[src/assert_macros.svh]
// Assertion macros used by the RTL (lcdsw_back only)
`ifndef ASSERT_MACROS_SVH
`define ASSERT_MACROS_SVH

`ifndef ASSERT_OFF

// expr must hold at every clock edge out of reset
`define ASSERT_ALWAYS(label, clk, rst_n, expr) \
  label: assert property (@(posedge clk) disable iff (!rst_n) (expr)) \
    else $error("assertion failed");

// cons must hold in the same cycle as ante
`define ASSERT_IMPLIES(label, clk, rst_n, ante, cons) \
  label: assert property (@(posedge clk) disable iff (!rst_n) (ante) |-> (cons)) \
    else $error("assertion failed");

// cons must hold in the cycle after ante
`define ASSERT_NEXT(label, clk, rst_n, ante, cons) \
  label: assert property (@(posedge clk) disable iff (!rst_n) (ante) |=> (cons)) \
    else $error("assertion failed");

`else

`define ASSERT_ALWAYS(label, clk, rst_n, expr)
`define ASSERT_IMPLIES(label, clk, rst_n, ante, cons)
`define ASSERT_NEXT(label, clk, rst_n, ante, cons)

`endif

`endif

[src/lcdsw_pkg.sv]
`timescale 1ns / 1ps
package lcdsw_pkg;

  localparam int SHADOW_DEPTH = 64;
  localparam int SHADOW_AW    = $clog2(SHADOW_DEPTH);

  localparam logic [5:0] NIBBLE_RESET = 6'd20;
  localparam logic [7:0] WRITE_CODE   = 8'hA0;
  localparam logic [7:0] CMD_CODE     = 8'h80;

  localparam logic [2:0] WRITE_PRE = WRITE_CODE[7:5];
  localparam logic [3:0] CMD_PRE   = CMD_CODE[7:4];

  localparam int FRAME_BITS = 17;
  localparam int LEN_W      = $clog2(FRAME_BITS + 1);

  localparam logic [LEN_W-1:0] LEN_WRITE  = LEN_W'(17);
  localparam logic [LEN_W-1:0] LEN_NIBBLE = LEN_W'(13);
  localparam logic [LEN_W-1:0] LEN_CMD    = LEN_W'(12);

  localparam int QDEPTH = 2;
  localparam int QAW    = $clog2(QDEPTH);

  localparam logic [1:0] KIND_MASKED = 2'd0;
  localparam logic [1:0] KIND_RAW    = 2'd1;
  localparam logic [1:0] KIND_CMD    = 2'd2;

  typedef struct packed {
    logic [1:0] kind;
    logic       chip;
    logic [5:0] address;
    logic [7:0] data_byte;
    logic       set_bits;
  } in_item_t;

  typedef struct packed {
    logic select_one;
    logic select_two;
    logic serial_bit;
    logic last;
  } out_item_t;

  // one frame waiting for the shifter, bits MSB aligned
  typedef struct packed {
    logic                  sel_one;
    logic                  sel_two;
    logic [FRAME_BITS-1:0] bits;
    logic [LEN_W-1:0]      len;
  } frame_t;

endpackage

[src/lcdsw_front.sv]
`timescale 1ns / 1ps
module lcdsw_front
  import lcdsw_pkg::*;
(
  input  logic     clk,
  input  logic     rst_n,
  input  logic     start,
  output logic     busy,
  input  in_item_t in_item,
  input  logic     cfg_we,
  input  logic [5:0] cfg_wdata,
  input  logic     q_full,
  output logic     q_push,
  output frame_t   q_frame
);

  typedef enum logic [1:0] {
    F_IDLE = 2'b01,
    F_PUSH = 2'b10
  } front_state_t;

  front_state_t state_r, state_nxt;
  in_item_t     item_r;
  logic [5:0]   nibble_r;

  logic [7:0] shadow_one_r [SHADOW_DEPTH];
  logic [7:0] shadow_two_r [SHADOW_DEPTH];
  logic [SHADOW_DEPTH-1:0] valid_one_r;
  logic [SHADOW_DEPTH-1:0] valid_two_r;
  logic [7:0] rd_one_r, rd_two_r;
  logic       hit_one_r, hit_two_r, inside_r;

  logic                 accept;
  logic                 in_inside;
  logic [SHADOW_AW-1:0] rd_idx, wr_idx;
  logic [7:0]           cur, new_byte;
  logic                 nib, wr_one, wr_two;

  assign busy      = (state_r != F_IDLE);
  assign accept    = start && (state_r == F_IDLE);
  assign in_inside = ({1'b0, in_item.address} < 7'(SHADOW_DEPTH));
  assign rd_idx    = in_item.address[SHADOW_AW-1:0];
  assign wr_idx    = item_r.address[SHADOW_AW-1:0];

  always_comb begin
    state_nxt = state_r;
    case (state_r)
      F_IDLE: begin
        // unused kind is dropped on accept
        if (accept && (in_item.kind == KIND_MASKED || in_item.kind == KIND_RAW ||
                       in_item.kind == KIND_CMD)) begin
          state_nxt = F_PUSH;
        end
      end
      F_PUSH: begin
        if (!q_full) begin
          state_nxt = F_IDLE;
        end
      end
      default: state_nxt = F_IDLE;
    endcase
  end

  always_ff @(posedge clk) begin
    if (!rst_n) begin
      state_r  <= F_IDLE;
      nibble_r <= NIBBLE_RESET;
    end else begin
      state_r <= state_nxt;
      if (cfg_we) begin
        nibble_r <= cfg_wdata;
      end
    end
  end

  // shadow read launched on the accept edge
  always_ff @(posedge clk) begin
    if (accept) begin
      item_r    <= in_item;
      inside_r  <= in_inside;
      hit_one_r <= in_inside && valid_one_r[rd_idx];
      hit_two_r <= in_inside && valid_two_r[rd_idx];
      rd_one_r  <= shadow_one_r[rd_idx];
      rd_two_r  <= shadow_two_r[rd_idx];
    end
  end

  always_comb begin
    if (item_r.chip) begin
      cur = hit_two_r ? rd_two_r : 8'h00;
    end else begin
      cur = hit_one_r ? rd_one_r : 8'h00;
    end
    if (item_r.kind == KIND_MASKED) begin
      new_byte = item_r.set_bits ? (cur | item_r.data_byte) : (cur & ~item_r.data_byte);
    end else begin
      new_byte = item_r.data_byte;
    end
  end

  assign q_push = (state_r == F_PUSH) && !q_full;
  assign wr_one = q_push && (item_r.kind == KIND_MASKED) && inside_r && !item_r.chip;
  assign wr_two = q_push && (item_r.kind == KIND_MASKED) && inside_r && item_r.chip;

  always_ff @(posedge clk) begin
    if (wr_one) begin
      shadow_one_r[wr_idx] <= new_byte;
    end
    if (wr_two) begin
      shadow_two_r[wr_idx] <= new_byte;
    end
  end

  always_ff @(posedge clk) begin
    if (!rst_n) begin
      valid_one_r <= '0;
      valid_two_r <= '0;
    end else begin
      if (wr_one) begin
        valid_one_r[wr_idx] <= 1'b1;
      end
      if (wr_two) begin
        valid_two_r[wr_idx] <= 1'b1;
      end
    end
  end

  assign nib = !item_r.chip && (item_r.address == nibble_r);

  always_comb begin
    if (item_r.kind == KIND_CMD) begin
      q_frame.sel_one = 1'b1;
      q_frame.sel_two = 1'b1;
      q_frame.bits    = {CMD_PRE, item_r.data_byte, 5'b0};
      q_frame.len     = LEN_CMD;
    end else begin
      q_frame.sel_one = !item_r.chip;
      q_frame.sel_two = item_r.chip;
      q_frame.bits    = {WRITE_PRE, item_r.address, new_byte};
      q_frame.len     = nib ? LEN_NIBBLE : LEN_WRITE;
    end
  end

endmodule

[src/lcdsw_queue.sv]
`timescale 1ns / 1ps
module lcdsw_queue
  import lcdsw_pkg::*;
(
  input  logic   clk,
  input  logic   rst_n,
  input  logic   push,
  input  frame_t push_frame,
  input  logic   pop,
  output frame_t head,
  output logic   empty,
  output logic   full
);

  frame_t           slot_r [QDEPTH];
  logic [QAW-1:0]   wr_ptr_r, rd_ptr_r;
  logic [QAW:0]     count_r, count_nxt;

  assign empty = (count_r == '0);
  assign full  = (count_r == (QAW+1)'(QDEPTH));
  assign head  = slot_r[rd_ptr_r];

  always_comb begin
    count_nxt = count_r;
    if (push && !pop) begin
      count_nxt = count_r + 1'b1;
    end else if (pop && !push) begin
      count_nxt = count_r - 1'b1;
    end
  end

  always_ff @(posedge clk) begin
    if (push) begin
      slot_r[wr_ptr_r] <= push_frame;
    end
  end

  always_ff @(posedge clk) begin
    if (!rst_n) begin
      wr_ptr_r <= '0;
      rd_ptr_r <= '0;
      count_r  <= '0;
    end else begin
      count_r <= count_nxt;
      if (push) begin
        wr_ptr_r <= wr_ptr_r + 1'b1;
      end
      if (pop) begin
        rd_ptr_r <= rd_ptr_r + 1'b1;
      end
    end
  end

endmodule

[src/lcdsw_back.sv]
`timescale 1ns / 1ps
`include "assert_macros.svh"
module lcdsw_back
  import lcdsw_pkg::*;
(
  input  logic      clk,
  input  logic      rst_n,
  input  frame_t    head,
  input  logic      q_empty,
  output logic      pop,
  output logic      out_strobe,
  output out_item_t out_item
);

  logic [FRAME_BITS-1:0] shift_r, shift_nxt;
  logic [LEN_W-1:0]      rem_r, rem_nxt;
  logic                  sel_one_r, sel_two_r;
  logic                  strobe_r;
  out_item_t             item_r, item_nxt;
  logic                  active;

  assign active = (rem_r != '0);
  // next frame loads while the current one sends its last bit
  assign pop    = !q_empty && (rem_r == '0 || rem_r == LEN_W'(1));

  always_comb begin
    shift_nxt = shift_r;
    rem_nxt   = rem_r;
    if (pop) begin
      shift_nxt = head.bits;
      rem_nxt   = head.len;
    end else if (active) begin
      shift_nxt = {shift_r[FRAME_BITS-2:0], 1'b0};
      rem_nxt   = rem_r - 1'b1;
    end
    item_nxt.select_one = sel_one_r;
    item_nxt.select_two = sel_two_r;
    item_nxt.serial_bit = shift_r[FRAME_BITS-1];
    item_nxt.last       = (rem_r == LEN_W'(1));
  end

  always_ff @(posedge clk) begin
    if (!rst_n) begin
      rem_r    <= '0;
      strobe_r <= 1'b0;
    end else begin
      rem_r    <= rem_nxt;
      strobe_r <= active;
    end
  end

  always_ff @(posedge clk) begin
    shift_r <= shift_nxt;
    item_r  <= item_nxt;
    if (pop) begin
      sel_one_r <= head.sel_one;
      sel_two_r <= head.sel_two;
    end
  end

  assign out_strobe = strobe_r;
  assign out_item   = item_r;

  `ASSERT_ALWAYS(a_rem_range, clk, rst_n, rem_r <= LEN_W'(FRAME_BITS))
  `ASSERT_IMPLIES(a_sel_on_beat, clk, rst_n, out_strobe, out_item.select_one || out_item.select_two)
  `ASSERT_NEXT(a_last_bit_beat, clk, rst_n, rem_r == LEN_W'(1), out_strobe && out_item.last)

endmodule

[src/lcd_segment_serial_writer_top.sv]
`timescale 1ns / 1ps
// Serial write engine for a two-chip segment LCD controller. Raise start with an
// operation on in_item while busy is low: masked shadow update, raw write, or a
// command to both chips (kind 3 is dropped). Each frame comes out one bit per cycle,
// MSB first, one beat per out_strobe pulse, with last on the final bit; the
// receiver cannot stall, so every strobed beat must be taken. Write frames are
// 17 bits (13 on chip one at nibble_address), commands 12. The front accepts an
// item with a shadow read, then builds and queues the frame, waiting while the
// queue is full; a two-frame queue feeds the bit shifter, which sets the sustained
// item rate. busy is high in the cycle after each accept of kinds 0 to 2 and stays
// high while the queue is full. With the shifter idle, a frame's first bit goes via
// the accept registers, a queue slot, the shift register and the output register.
// Shadow bytes are cleared at reset by per-entry valid flags, so no clearing pass
// is needed. Write cfg_wdata (nibble_address) only while the block is idle.
module lcd_segment_serial_writer_top
  import lcdsw_pkg::*;
(
  input  logic       clk,
  input  logic       rst_n,
  input  logic       start,
  output logic       busy,
  input  in_item_t   in_item,
  input  logic       cfg_we,
  input  logic [5:0] cfg_wdata,
  output logic       out_strobe,
  output out_item_t  out_item
);

  logic   q_push, q_pop, q_empty, q_full;
  frame_t q_frame, q_head;

  lcdsw_front u_front (
    .clk       (clk),
    .rst_n     (rst_n),
    .start     (start),
    .busy      (busy),
    .in_item   (in_item),
    .cfg_we    (cfg_we),
    .cfg_wdata (cfg_wdata),
    .q_full    (q_full),
    .q_push    (q_push),
    .q_frame   (q_frame)
  );

  lcdsw_queue u_queue (
    .clk        (clk),
    .rst_n      (rst_n),
    .push       (q_push),
    .push_frame (q_frame),
    .pop        (q_pop),
    .head       (q_head),
    .empty      (q_empty),
    .full       (q_full)
  );

  lcdsw_back u_back (
    .clk        (clk),
    .rst_n      (rst_n),
    .head       (q_head),
    .q_empty    (q_empty),
    .pop        (q_pop),
    .out_strobe (out_strobe),
    .out_item   (out_item)
  );

endmodule

[config.mk]
export PLATFORM = sky130hd
export DESIGN_NAME = lcd_segment_serial_writer_top
export DESIGN_NICKNAME = d
export VERILOG_FILES = /design/src/lcdsw_pkg.sv /design/src/lcdsw_front.sv /design/src/lcdsw_queue.sv /design/src/lcdsw_back.sv /design/src/lcd_segment_serial_writer_top.sv
export VERILOG_INCLUDE_DIRS = /design/src /design/src/src
export SDC_FILE = /design/constraint.sdc
export NUM_CORES = 1
export LEC_CHECK = 0
export BUFFER_PORTS_ARGS = -buffer_cell sky130_fd_sc_hd__buf_2
export CORE_MARGIN = 4
export CORE_UTILIZATION = 33
export DETAILED_ROUTE_END_ITERATION = 16
export PLACE_DENSITY_LB_ADDON = 0.2
export SYNTH_ARGS = -nofsm -noshare
export SYNTH_HDL_FRONTEND = slang
export SYNTH_HIERARCHICAL = 1
export SYNTH_SLANG_ARGS = --single-unit
[constraint.sdc]
create_clock -name clk -period 16.2 [get_ports clk]
set_input_delay 1.62 -clock clk [delete_from_list [all_inputs] [get_ports clk]]
set_output_delay 1.62 -clock clk [all_outputs]
set_load 0.005 [all_outputs]
**After elaboration in Yosys (flattened, before gate mapping)**

Memories as Yosys holds them, arrays and structs flattened. A register that Yosys moved wholly into a read port is not among the register bits.
Cells that the tools add are included.

- Memory bits (read-only): 0
- Flip-flop bits (word level): 189
- Input port bits: 28
- Bits in latches: 0
- Memories kept: 3
- Logic and storage cells: 107
- Memory bits (writable): 1,072

- Equality and inequality tests: 11
- Bitwise operators: 5
- Add/subtract/negate cells: 5
- Divide/modulo/power cells: 0
- Muxes and demuxes: 30
- Shift-type cells: 0
- Order comparisons: 3
- Multiply operators: 0
- Reductions and logical operators: 27

Memory list:

| memory | words | bits a word | read ports | clocked after memory_dff | wr ports | RTL line | text |
|---|---|---|---|---|---|---|---|
| u_front.shadow_one_r | 64 | 8 | 1 | 1 | 1 | lcdsw_front.sv:26 | `logic [7:0] shadow_one_r [SHADOW_DEPTH];` |
| u_front.shadow_two_r | 64 | 8 | 1 | 1 | 1 | lcdsw_front.sv:27 | `logic [7:0] shadow_two_r [SHADOW_DEPTH];` |
| u_queue.slot_r | 2 | 24 | 1 | 1 | 1 | lcdsw_queue.sv:15 | `frame_t slot_r [QDEPTH];` |

Operators with widths:

| kind | count |
|---|---|
| 64-bit bitwise OR | 2 |
| 8-bit 2-to-1 mux | 5 |
| 17-bit 2-to-1 mux | 2 |
| 24-bit 2-to-1 mux | 1 |
| 5-bit 2-to-1 mux | 3 |
| 6-bit by 7-bit < comparator with 1-bit output (second input constant) | 2 |
| 1-bit binary-select mux with 6-bit select | 2 |
| 1-bit logical AND | 11 |
| 1-bit 2-to-1 mux | 11 |
| 8-bit AND | 1 |
| 2-bit equality test (second input constant) | 4 |
| 2-bit 2-to-1 mux | 4 |
| 8-bit inverter | 1 |
| 8-bit bitwise OR | 1 |
| 1-bit demux with 6-bit select | 1 |
| 6-bit equality test | 1 |
| 6-bit by 1-bit >= comparator with 1-bit output (second input constant) | 1 |
| 2-bit zero test | 3 |
| 5-bit by 1-bit equality test with 1-bit output (second input constant) | 1 |
| 1-bit zero test | 5 |
| 5-bit zero test | 1 |
| 5-bit nonzero test | 1 |
| 5-bit by 1-bit subtractor with 5-bit output (second input constant) | 1 |
| 2-bit by 1-bit equality test with 1-bit output (second input constant) | 2 |
| other kinds (9) | 14 |

**Logic depth before layout (Yosys ltp)**

Gate-level depths: netlist (run 1).

- Depth after elaboration: 7
- Depth in mapped cells: 12
- Mapped depth without buffers: 10

**Cells and area by module**

Netlist (run 1), hierarchy kept.

Modules (own cells, without submodules):

| module | times used | cells an instance | sequential area each (um2) | area each (um2) |
|---|---|---|---|---|
| lcdsw_front | 1 | 2,417 | 34,553.1 | 46,480.8 |
| lcdsw_queue | 1 | 97 | 1,541.5 | 1,950.6 |
| lcdsw_back | 1 | 85 | 770.7 | 1,257.5 |

**Worst setup path before layout (run 1)**

OpenSTA, ideal clock, no wires.

- Path kind: register to register
- Start point: register u_front/item_r[15] (netlist name)
- End point: memory u_front.shadow_one_r[0][5] (data pin)
- Required time: 15,305 ps
- Clock period less this slack: 5,398 ps
- Path slack: 10,802 ps
- Arrival: 4,503 ps
- Stages on the path, launching flop included: 6
- Library setup time: 895 ps
- Path buffers: 1
- Path through: edfxtp_1 > nor2b_1 > clkbuf_1 > a22o_1 > a21oi_1 > a21oi_1

- Longest elaborated chain between the ends: 4
- Elaborated cells between the ends (all ways): 5

Ends and longest elaborated chain:

| what | RTL line | text |
|---|---|---|
| start, declared | lcdsw_front.sv:23 | `in_item_t item_r;` |
| start signal, assigned | lcdsw_front.sv:79 | `item_r <= in_item;` |
| 8-bit 2-to-1 mux * | lcdsw_front.sv:89 | `if (item_r.chip) begin` |
| 8-bit AND or 8-bit bitwise OR (tied branches) | lcdsw_front.sv:95 | `new_byte = item_r.set_bits ? (cur \| item_r.data_byte) : (cur & ~item_r.data_byte);` |
| 8-bit 2-to-1 mux * | lcdsw_front.sv:95 |  |
| 8-bit 2-to-1 mux * | lcdsw_front.sv:94 | `if (item_r.kind == KIND_MASKED) begin` |
| via u_front.new_byte[5] | lcdsw_front.sv:36 | `logic [7:0] cur, new_byte;` |
| end, declared | lcdsw_front.sv:26 |  |

Mark *: on every way through the listed nets, which the timed path passes. The rest lies on a longest branch.

**Worst setup path in the final report (run 1)**

- Start point: input in_item[9] (netlist name)
- End point: register u_front.hit_one_r (data pin)

- Longest elaborated chain between the ends: 2

Ends and longest elaborated chain:

| what | RTL line | text |
|---|---|---|
| start, declared | lcd_segment_serial_writer_top.sv:22 | `input in_item_t in_item,` |
| 1-bit binary-select mux with 6-bit select | lcdsw_front.sv:81 | `hit_one_r <= in_inside && valid_one_r[rd_idx];` |
| 1-bit 2-to-1 mux (not written as such) | lcdsw_front.sv:81 |  |
| end signal, assigned | lcdsw_front.sv:81 |  |
| end, declared | lcdsw_front.sv:31 | `logic hit_one_r, hit_two_r, inside_r;` |

No other way between the ends. The select of a mux whose other input is x is not followed.
A chain may end at the register's enable or synchronous reset.

==> results of run 1 <==
cell usage after synthesis, types with 5 or more instances:
cell	number
nand3_1	18
a221oi_1	41
a22oi_1	63
dfxtp_1	151
mux2i_1	135
inv_1	20
and3_1	15
edfxtp_1	1127
o21a_1	129
mux4_2	219
a22o_1	14
mux4_1	12
o221ai_1	11
and4_1	9
nand2_1	55
xor2_1	7
buf_12	5
a311oi_1	5
nand3b_1	6
clkbuf_1	68
buf_8	6
buf_4	23
buf_2	44
a21oi_1	32
and2_1	11
nor3_1	8
mux2_4	7
mux2_2	53
nand2b_1	5
nor2b_1	33
nor2_1	167
buf_6	7
a211oi_1	34
power groups by stage:
stage	clock [mW]	sequential, mW	combinational, mW
2_1_floorplan	0	3.78	0.327
3_3_place_gp	0	3.78	0.470
3_5_place_dp	0	3.79	0.485
4_1_cts	3.21	3.72	0.486
5_1_grt	3.35	3.72	0.513
6_report	3.12	3.72	0.476
per-stage QoR:
| stage | std cells | utilization [%] | worst slack, ns |
|---|---|---|---|
| 2_1_floorplan | 2600 | - | 10.80 |
| 3_3_place_gp | 4532 | 34.7 | 10.09 |
| 3_5_place_dp | 4532 | 34.7 | 10.10 |
| 4_1_cts | 4791 | 37.7 | 10.90 |
| 5_1_grt | 4791 | 37.7 | 10.64 |
| 6_report | 4792 | 37.7 | 10.98 |
placed cells by master (no fill, tap or decap), drive strengths merged, types with 7 or more instances in the layout:
master    count
edfxtp     1127
mux4        232
clkbuf      195
nor2        167
dfxtp       151
mux2i       135
o21a        129
buf          74
a22oi        63
mux2         60
nand2        56
a221oi       45
clkinv       42
a211oi       36
nor2b        33
a21oi        32
inv          27
nand3        18
and3         15
a22o         14
o221ai       11
and2         11
and4          9
nor3          9
bufinv        8
clkinvlp      7
xor2          7
layer usage:
layer / share of wire (%) / up-vias / global-route usage, %
met5: 0.010 / - / 0
met4: 2.6 / 2 / 4.99
met3: 6.4 / 183 / 3.00
met2: 48 / 816 / 26.0
met1: 43 / 13637 / 22.5
li1: - / 10680 / -
flip-flops by register name, summed over array words and instances, names as in the netlist, 2 cells and up, named ones only:
signal,count
u_back/shift_r,17
u_front/valid_one_r,64
u_front/rd_one_r,8
u_front/nibble_r,6
u_front/item_r,12
u_front/state_r,2
u_front/shadow_one_r,512
u_queue/slot_r,48
u_front/valid_two_r,64
u_front/shadow_two_r,512
u_queue/count_r,2
u_back/out_item,4
u_front/wr_idx,6
u_front/rd_two_r,8
u_back/rem_r,5
final timing paths:
check | from | endpoint | slack [ns]
max | in_item[9] | u_front/hit_one_r$_DFFE_PP_ | 10.98
min reg2reg | u_back/sel_two_r$_DFFE_PP_ | u_back/out_item[2]$_DFF_P_ | 0.34
min | u_back/sel_two_r$_DFFE_PP_ | u_back/out_item[2]$_DFF_P_ | 0.34
max reg2reg | u_queue/count_r[0]$_SDFFE_PN0P_ | u_front/shadow_one_r[39][2]$_DFFE_PP_ | 11.65
cell families after synthesis:
family	share of synthesized area (%)
compound gates	5.40
xor+xnor	0.194
fa+ha+maj	0.0756
buf+inv	2.04
flops	74.2
mux	14.7
other cells	0.0151
simple gates	3.34
critical path: stages:
cell	delay (ns)
buf_8	0.56
buf_12	0.66
buf_4	0.69
buf_4	0.58
mux4_1	0.61
mux2_2	0.29
o22a_1	0.20
a21oi_1	0.13
a311oi_1	0.07
layout make-up:
class | count | area share [%]
diodes | 1 | 0.00443
clock buffers | 195 | 7.01
clock inverters | 64 | 1.03
inverters | 20 | 0.133
multi-input cells | 1144 | 21.1
flip-flops and latches | 1278 | 65.3
well taps | 2016 | 4.47
repair buffers | 74 | 0.940
==> impl_results.md, run 1 <==
- Power Internal: 5.69 mW
- RSZ-0062 raised after global routing: no
- Relative contribution of combinational cells to total power: 6.5%
- Maximum buffer depth of the clock tree: 3
- PD cells: 130 nW/um^2
- Post-synth design cell area: just under 50000 sq um
- Critical path arrival: 5.67 ns
- Detailed-route via count: around 25000
- Outcome: finished, final reports clean
- Count of hold-fix buffers inserted at cts: 0
- Reported leakage power: 18.1 nW
- Total iterations of the first detailed-routing run: 5
- Library cells used by synthesis: between 60 and 70
- Final setup skew: 0.0267 ns
- Required arrival time at the worst endpoint: about 17 ns
- First-pass GRT wire length: between 150 and 200 mm
- Number of endpoints with negative hold slack in the final report: 0
- Nets: around 2700
- Count of filler cells inserted in the layout: between 10000 and 15000
- Die height: 396 um
- Psw: around 1.6 mW
- Register share of total power: approximately half
- CTS tree: yes
- Floorplan row count: 142
- Post-CTS resize count: 0
- Clock tree root buffer cell: clkbuf_16
- Hold slack: 0.342 ns
- R2R cell count: 5
- Overflow left after global routing: 0
- Share of synthesized registers carrying an async set or reset: 0%
- Synth Register Bits: 1278
- FF+latch area: around 37000 sq um
- Total clock buffers created by CTS: 141
- Ranking of synthesized cells by area: edfxtp_1 68%, mux4_2 9.9%, dfxtp_1 6.1%
- Initial cell density of the core: 33.2%
- Half-perimeter wire length of the detailed placement result: roughly 78 mm
- Share of synthesized area occupied by flip-flops and latches: 74.2%
- Routability-driven placement congestion ratio: between 0.7 and 0.8
- Placed inst area: ~52000 sq um
- Max frequency: between 150 and 200 MHz
- Number of buffers added on ports: 33
- Total Power Consumption: ~7.3 mW
- Number of design rule violations left after detail routing: 0
- Post-DRT Antenna Nets: 0
- DIE WIDTH: between 300 and 400 um
- Time the final worst path needs with I/O delays and setup: around 5.2 ns
- Depth of the CTS H-tree: 4
- Max cap viols: 0
- Highest ir drop seen on vdd: between 0.0001 and 0.00015 V
- Area growth from synthesis to final layout: 13.6%
- Final setup violation count: 0
- Largest net degree at the start of global routing: 106
- Combined global-route utilization of all metal layers: ~16%
- Area taken by multi-input logic gates: 11900 sq um
- Actual slew at the worst max-slew pin: around 1.3 ns
- Cell count after synthesis: 2599
- I/O pin total: 34
- Clock network latency to the later pin of the worst-skew pair: roughly 0.74 ns
- Sinks on Clock Net: between 1000 and 1500
- Switching part of the total: between 20% and 30%
- Max transition margin: between 10 and 15%
- Area of the core region: approximately 150000 sq um
- Post-route fraction of the period consumed by the critical path: roughly a third
- Antenna violations before repair: 6
- Depth of the worst hold-timing path: 0
- Routed len/inst: around 27 um
- Setup TNS Final: 0 ns
- Average size of a mapped cell: 19.1 sq um
- Main flop type after synthesis: edfxtp_1
- Clock transition at the register clock pins on the worst setup and hold paths after CTS: ~0.050 ns
- Type of element capturing the critical path: flop
- Critical Setup Path Class: in2reg
- Post-route standard cell area excluding fillers: 56500 sq um
- Worst setup SP type: input port
- Max Fanout on Critical Path: 105
- Area leader, netlist: edfxtp_1
- Post-synth EDFFs: between 1000 and 1500
- Hold Crit Class: reg2reg
- First-iteration detailed-routing DRC count: approximately 2300
- Fraction of layout cells with a size suffix above 1: 21.4%
- Portion of synthesized cell area occupied by the leading cell type: between 60% and 70%
- Die Outline Area: between 150000 and 200000 sq um
- Via count of the first global-routing pass: 26110
- Max-slew violation count: 0
- Wire length reported by the detailed router: around 130 mm
- Setup fix buffers added after clock tree synthesis: 0
- Detail-routed via count per cell: approximately 5.3
- Yosys warning total: 6
- Portion of total power attributed to the clock network: between 40% and 50%
Power figures use the tool's default switching activity.
==> run 2, diff against run 1 <==
clock period = 4.8 ns   (was 16.2 ns; I/O delays follow)
==> run 2 against run 1 <==
  * Register-to-register slack worse by 11 ns
  * Flip-flop and latch count stayed put
  * Sequential share of layout area is 0.59 points lower
  * Critical endpoint is now u_front/shadow_one_r[54][2]$_DFFE_PP_
  * Via count is 0.28% lower
==> impl_results.md, run 2 (synthesized netlist as in run 1, its figures left out) <==
- Outcome: finished, final reports clean
- Clock transition at the register clock pins on the worst setup and hold paths after CTS: 0.06 ns
- Max frequency: between 200 and 300 MHz
- Critical Setup Path Class: reg2reg
- Hold Crit Class: in2reg
- Highest ir drop seen on vdd: 0.000234 V
- Half-perimeter wire length of the detailed placement result: 80.6 mm
- Nets: around 2800
- Post-route fraction of the period consumed by the critical path: between 70% and 80%
- Combined global-route utilization of all metal layers: 16.7%
- Number of endpoints with negative hold slack in the final report: 0
- Total iterations of the first detailed-routing run: 6
- Number of buffers added on ports: 33
- PnR worst setup slack: roughly 1.1 ns
- Detail-routed via count per cell: a little over 5
- Setup fix buffers added after clock tree synthesis: 0
- DIE WIDTH: roughly 400 um
- Post-route standard cell area excluding fillers: around 57000 sq um
- Routed len/inst: ~27 um
- Sinks on Clock Net: between 1000 and 1500
- Die Outline Area: 157000 sq um
- Placed inst area: 52400 sq um
- Total clock buffers created by CTS: roughly 140
- Clock network latency to the later pin of the worst-skew pair: roughly 0.75 ns
- Hold slack: between 0.09 and 0.1 ns
- Wire length reported by the detailed router: ~130 mm
- Actual slew at the worst max-slew pin: 1.17 ns
- Via count of the first global-routing pass: roughly 26000
- Top flop regs: u_front/shadow_one_r: 512 flops, u_front/shadow_two_r: 512 flops
- Final setup violation count: 0
- Total Power Consumption: 24.4 mW
- Setup TNS Final: 0 ns
- Max cap viols: 0
- Finished Core Util: between 30% and 40%
- Max-slew violation count: 0
- I/O pin total: 34
- Reported leakage power: between 15 and 20 nW
- CTS tree: yes
- Worst setup SP type: flop
- Time the final worst path needs with I/O delays and setup: 3.71 ns
- PD cells: 429 nW/um^2
- Area of the core region: around 150000 sq um
- First-pass GRT wire length: 190 mm
- Maximum buffer depth of the clock tree: 3
- Placed Cells incl. Taps: roughly 4600
- Die height: 396 um
- Fraction of layout cells with a size suffix above 1: around 22%
- Floorplan row count: around 140
- Area growth from synthesis to final layout: 14.7%
- Antenna violations before repair: 4
- Most common cell after layout, fill and taps aside: edfxtp_1
- Final setup skew: about 0.022 ns
- First-iteration detailed-routing DRC count: roughly 2300
- Detailed-route via count: 25246
- Routability-driven placement congestion ratio: about 0.8
- RSZ-0062 raised after global routing: no
- Number of design rule violations left after detail routing: 0
- Overflow left after global routing: 0
- Critical path arrival: 4.10 ns
- Max transition margin: a little over a fifth
- Post-DRT Antenna Nets: 0
- Required arrival time at the worst endpoint: slightly above 5 ns
- Post-Layout Cell Count: just under 5000
- Largest net degree at the start of global routing: approximately 130
- Post-Place Setup Slack: between 1 and 1.5 ns
- Clock tree root buffer cell: clkbuf_16
- Max Fanout on Critical Path: between 80 and 90
- Depth of the CTS H-tree: 4
- Type of element capturing the critical path: flop
- Commonest cells after routing, fill and taps aside: 1127 x edfxtp_1, 219 x mux4_2, 165 x nor2_1
- Initial cell density of the core: between 30% and 40%
run 2: cell types whose count changed in the layout (fill, tap and decap cells not counted), moves of 2 or more:
cell           previous run  this run
buf_12                    2        11
buf_4                    39        81
bufinv_16                 8         5
clkbuf_1                 38        34
clkbuf_16               147       144
clkinv_1                 14        18
clkinv_2                 22        29
clkinv_4                  4         0
dlygate4sd3_1             0        18
inv_6                     7         5
run 2: path summary, 6_finish.rpt:
path | slack [ns] | cells after the start | to | start
worst max-delay path | 1.09 | 6 | u_front/shadow_one_r[54][2]$_DFFE_PP_ | u_front/item_r[15]$_DFFE_PP_
worst min-delay path | 0.1 | 3 | u_front/nibble_r[4]$_SDFFE_PN1P_ | cfg_we
worst max register to register | 1.09 | 6 | u_front/shadow_one_r[54][2]$_DFFE_PP_ | u_front/item_r[15]$_DFFE_PP_
worst min register to register | 0.34 | 0 | u_back/out_item[1]$_DFF_P_ | u_back/shift_r[16]$_DFFE_PP_
run 2: repair_timing:
item | 4_1_cts | 5_1_grt
hold buffers | 18 | 0
hold endpoints to repair | 18 | 0
resized for setup | 0 | 0
setup endpoints to repair | 0 | 0
run 2: report_power, final:
group	internal (mW)	switching (mW)	total [mW]
clock network	5.94	4.27	10.2
logic	0.601	1.08	1.69
registers	12.4	0.121	12.5
total	19.0	5.47	24.4
run 2: area by class of cell:
cell class              instances  area (sq um)
diodes                          2          5.00
clock buffers                 189          3880
clock inverters                66           500
fillers                     13530         92800
inverters                      20          75.1
multi-input cells            1144         11900
flip-flops and latches       1278         36900
well taps                    2016          2520
repair buffers                143          1210
run 2: worst max-delay path, stage by stage, from the launching register on:
cell,delay [ns]
edfxtp_1,0.60
nor2b_1,0.54
a22o_1,0.35
a21oi_1,0.17
a21oi_4,0.13
buf_4,0.54
buf_4,0.96
run 2: routing by layer:
layer | track usage, % | up-vias | wire [um]
met4 | 5.68 | 0 | 4080
li1 | - | 10815 | -
met5 | 0 | - | 0
met3 | 4.30 | 219 | 9150
met2 | 26.6 | 848 | 62400
met1 | 22.3 | 13364 | 56300
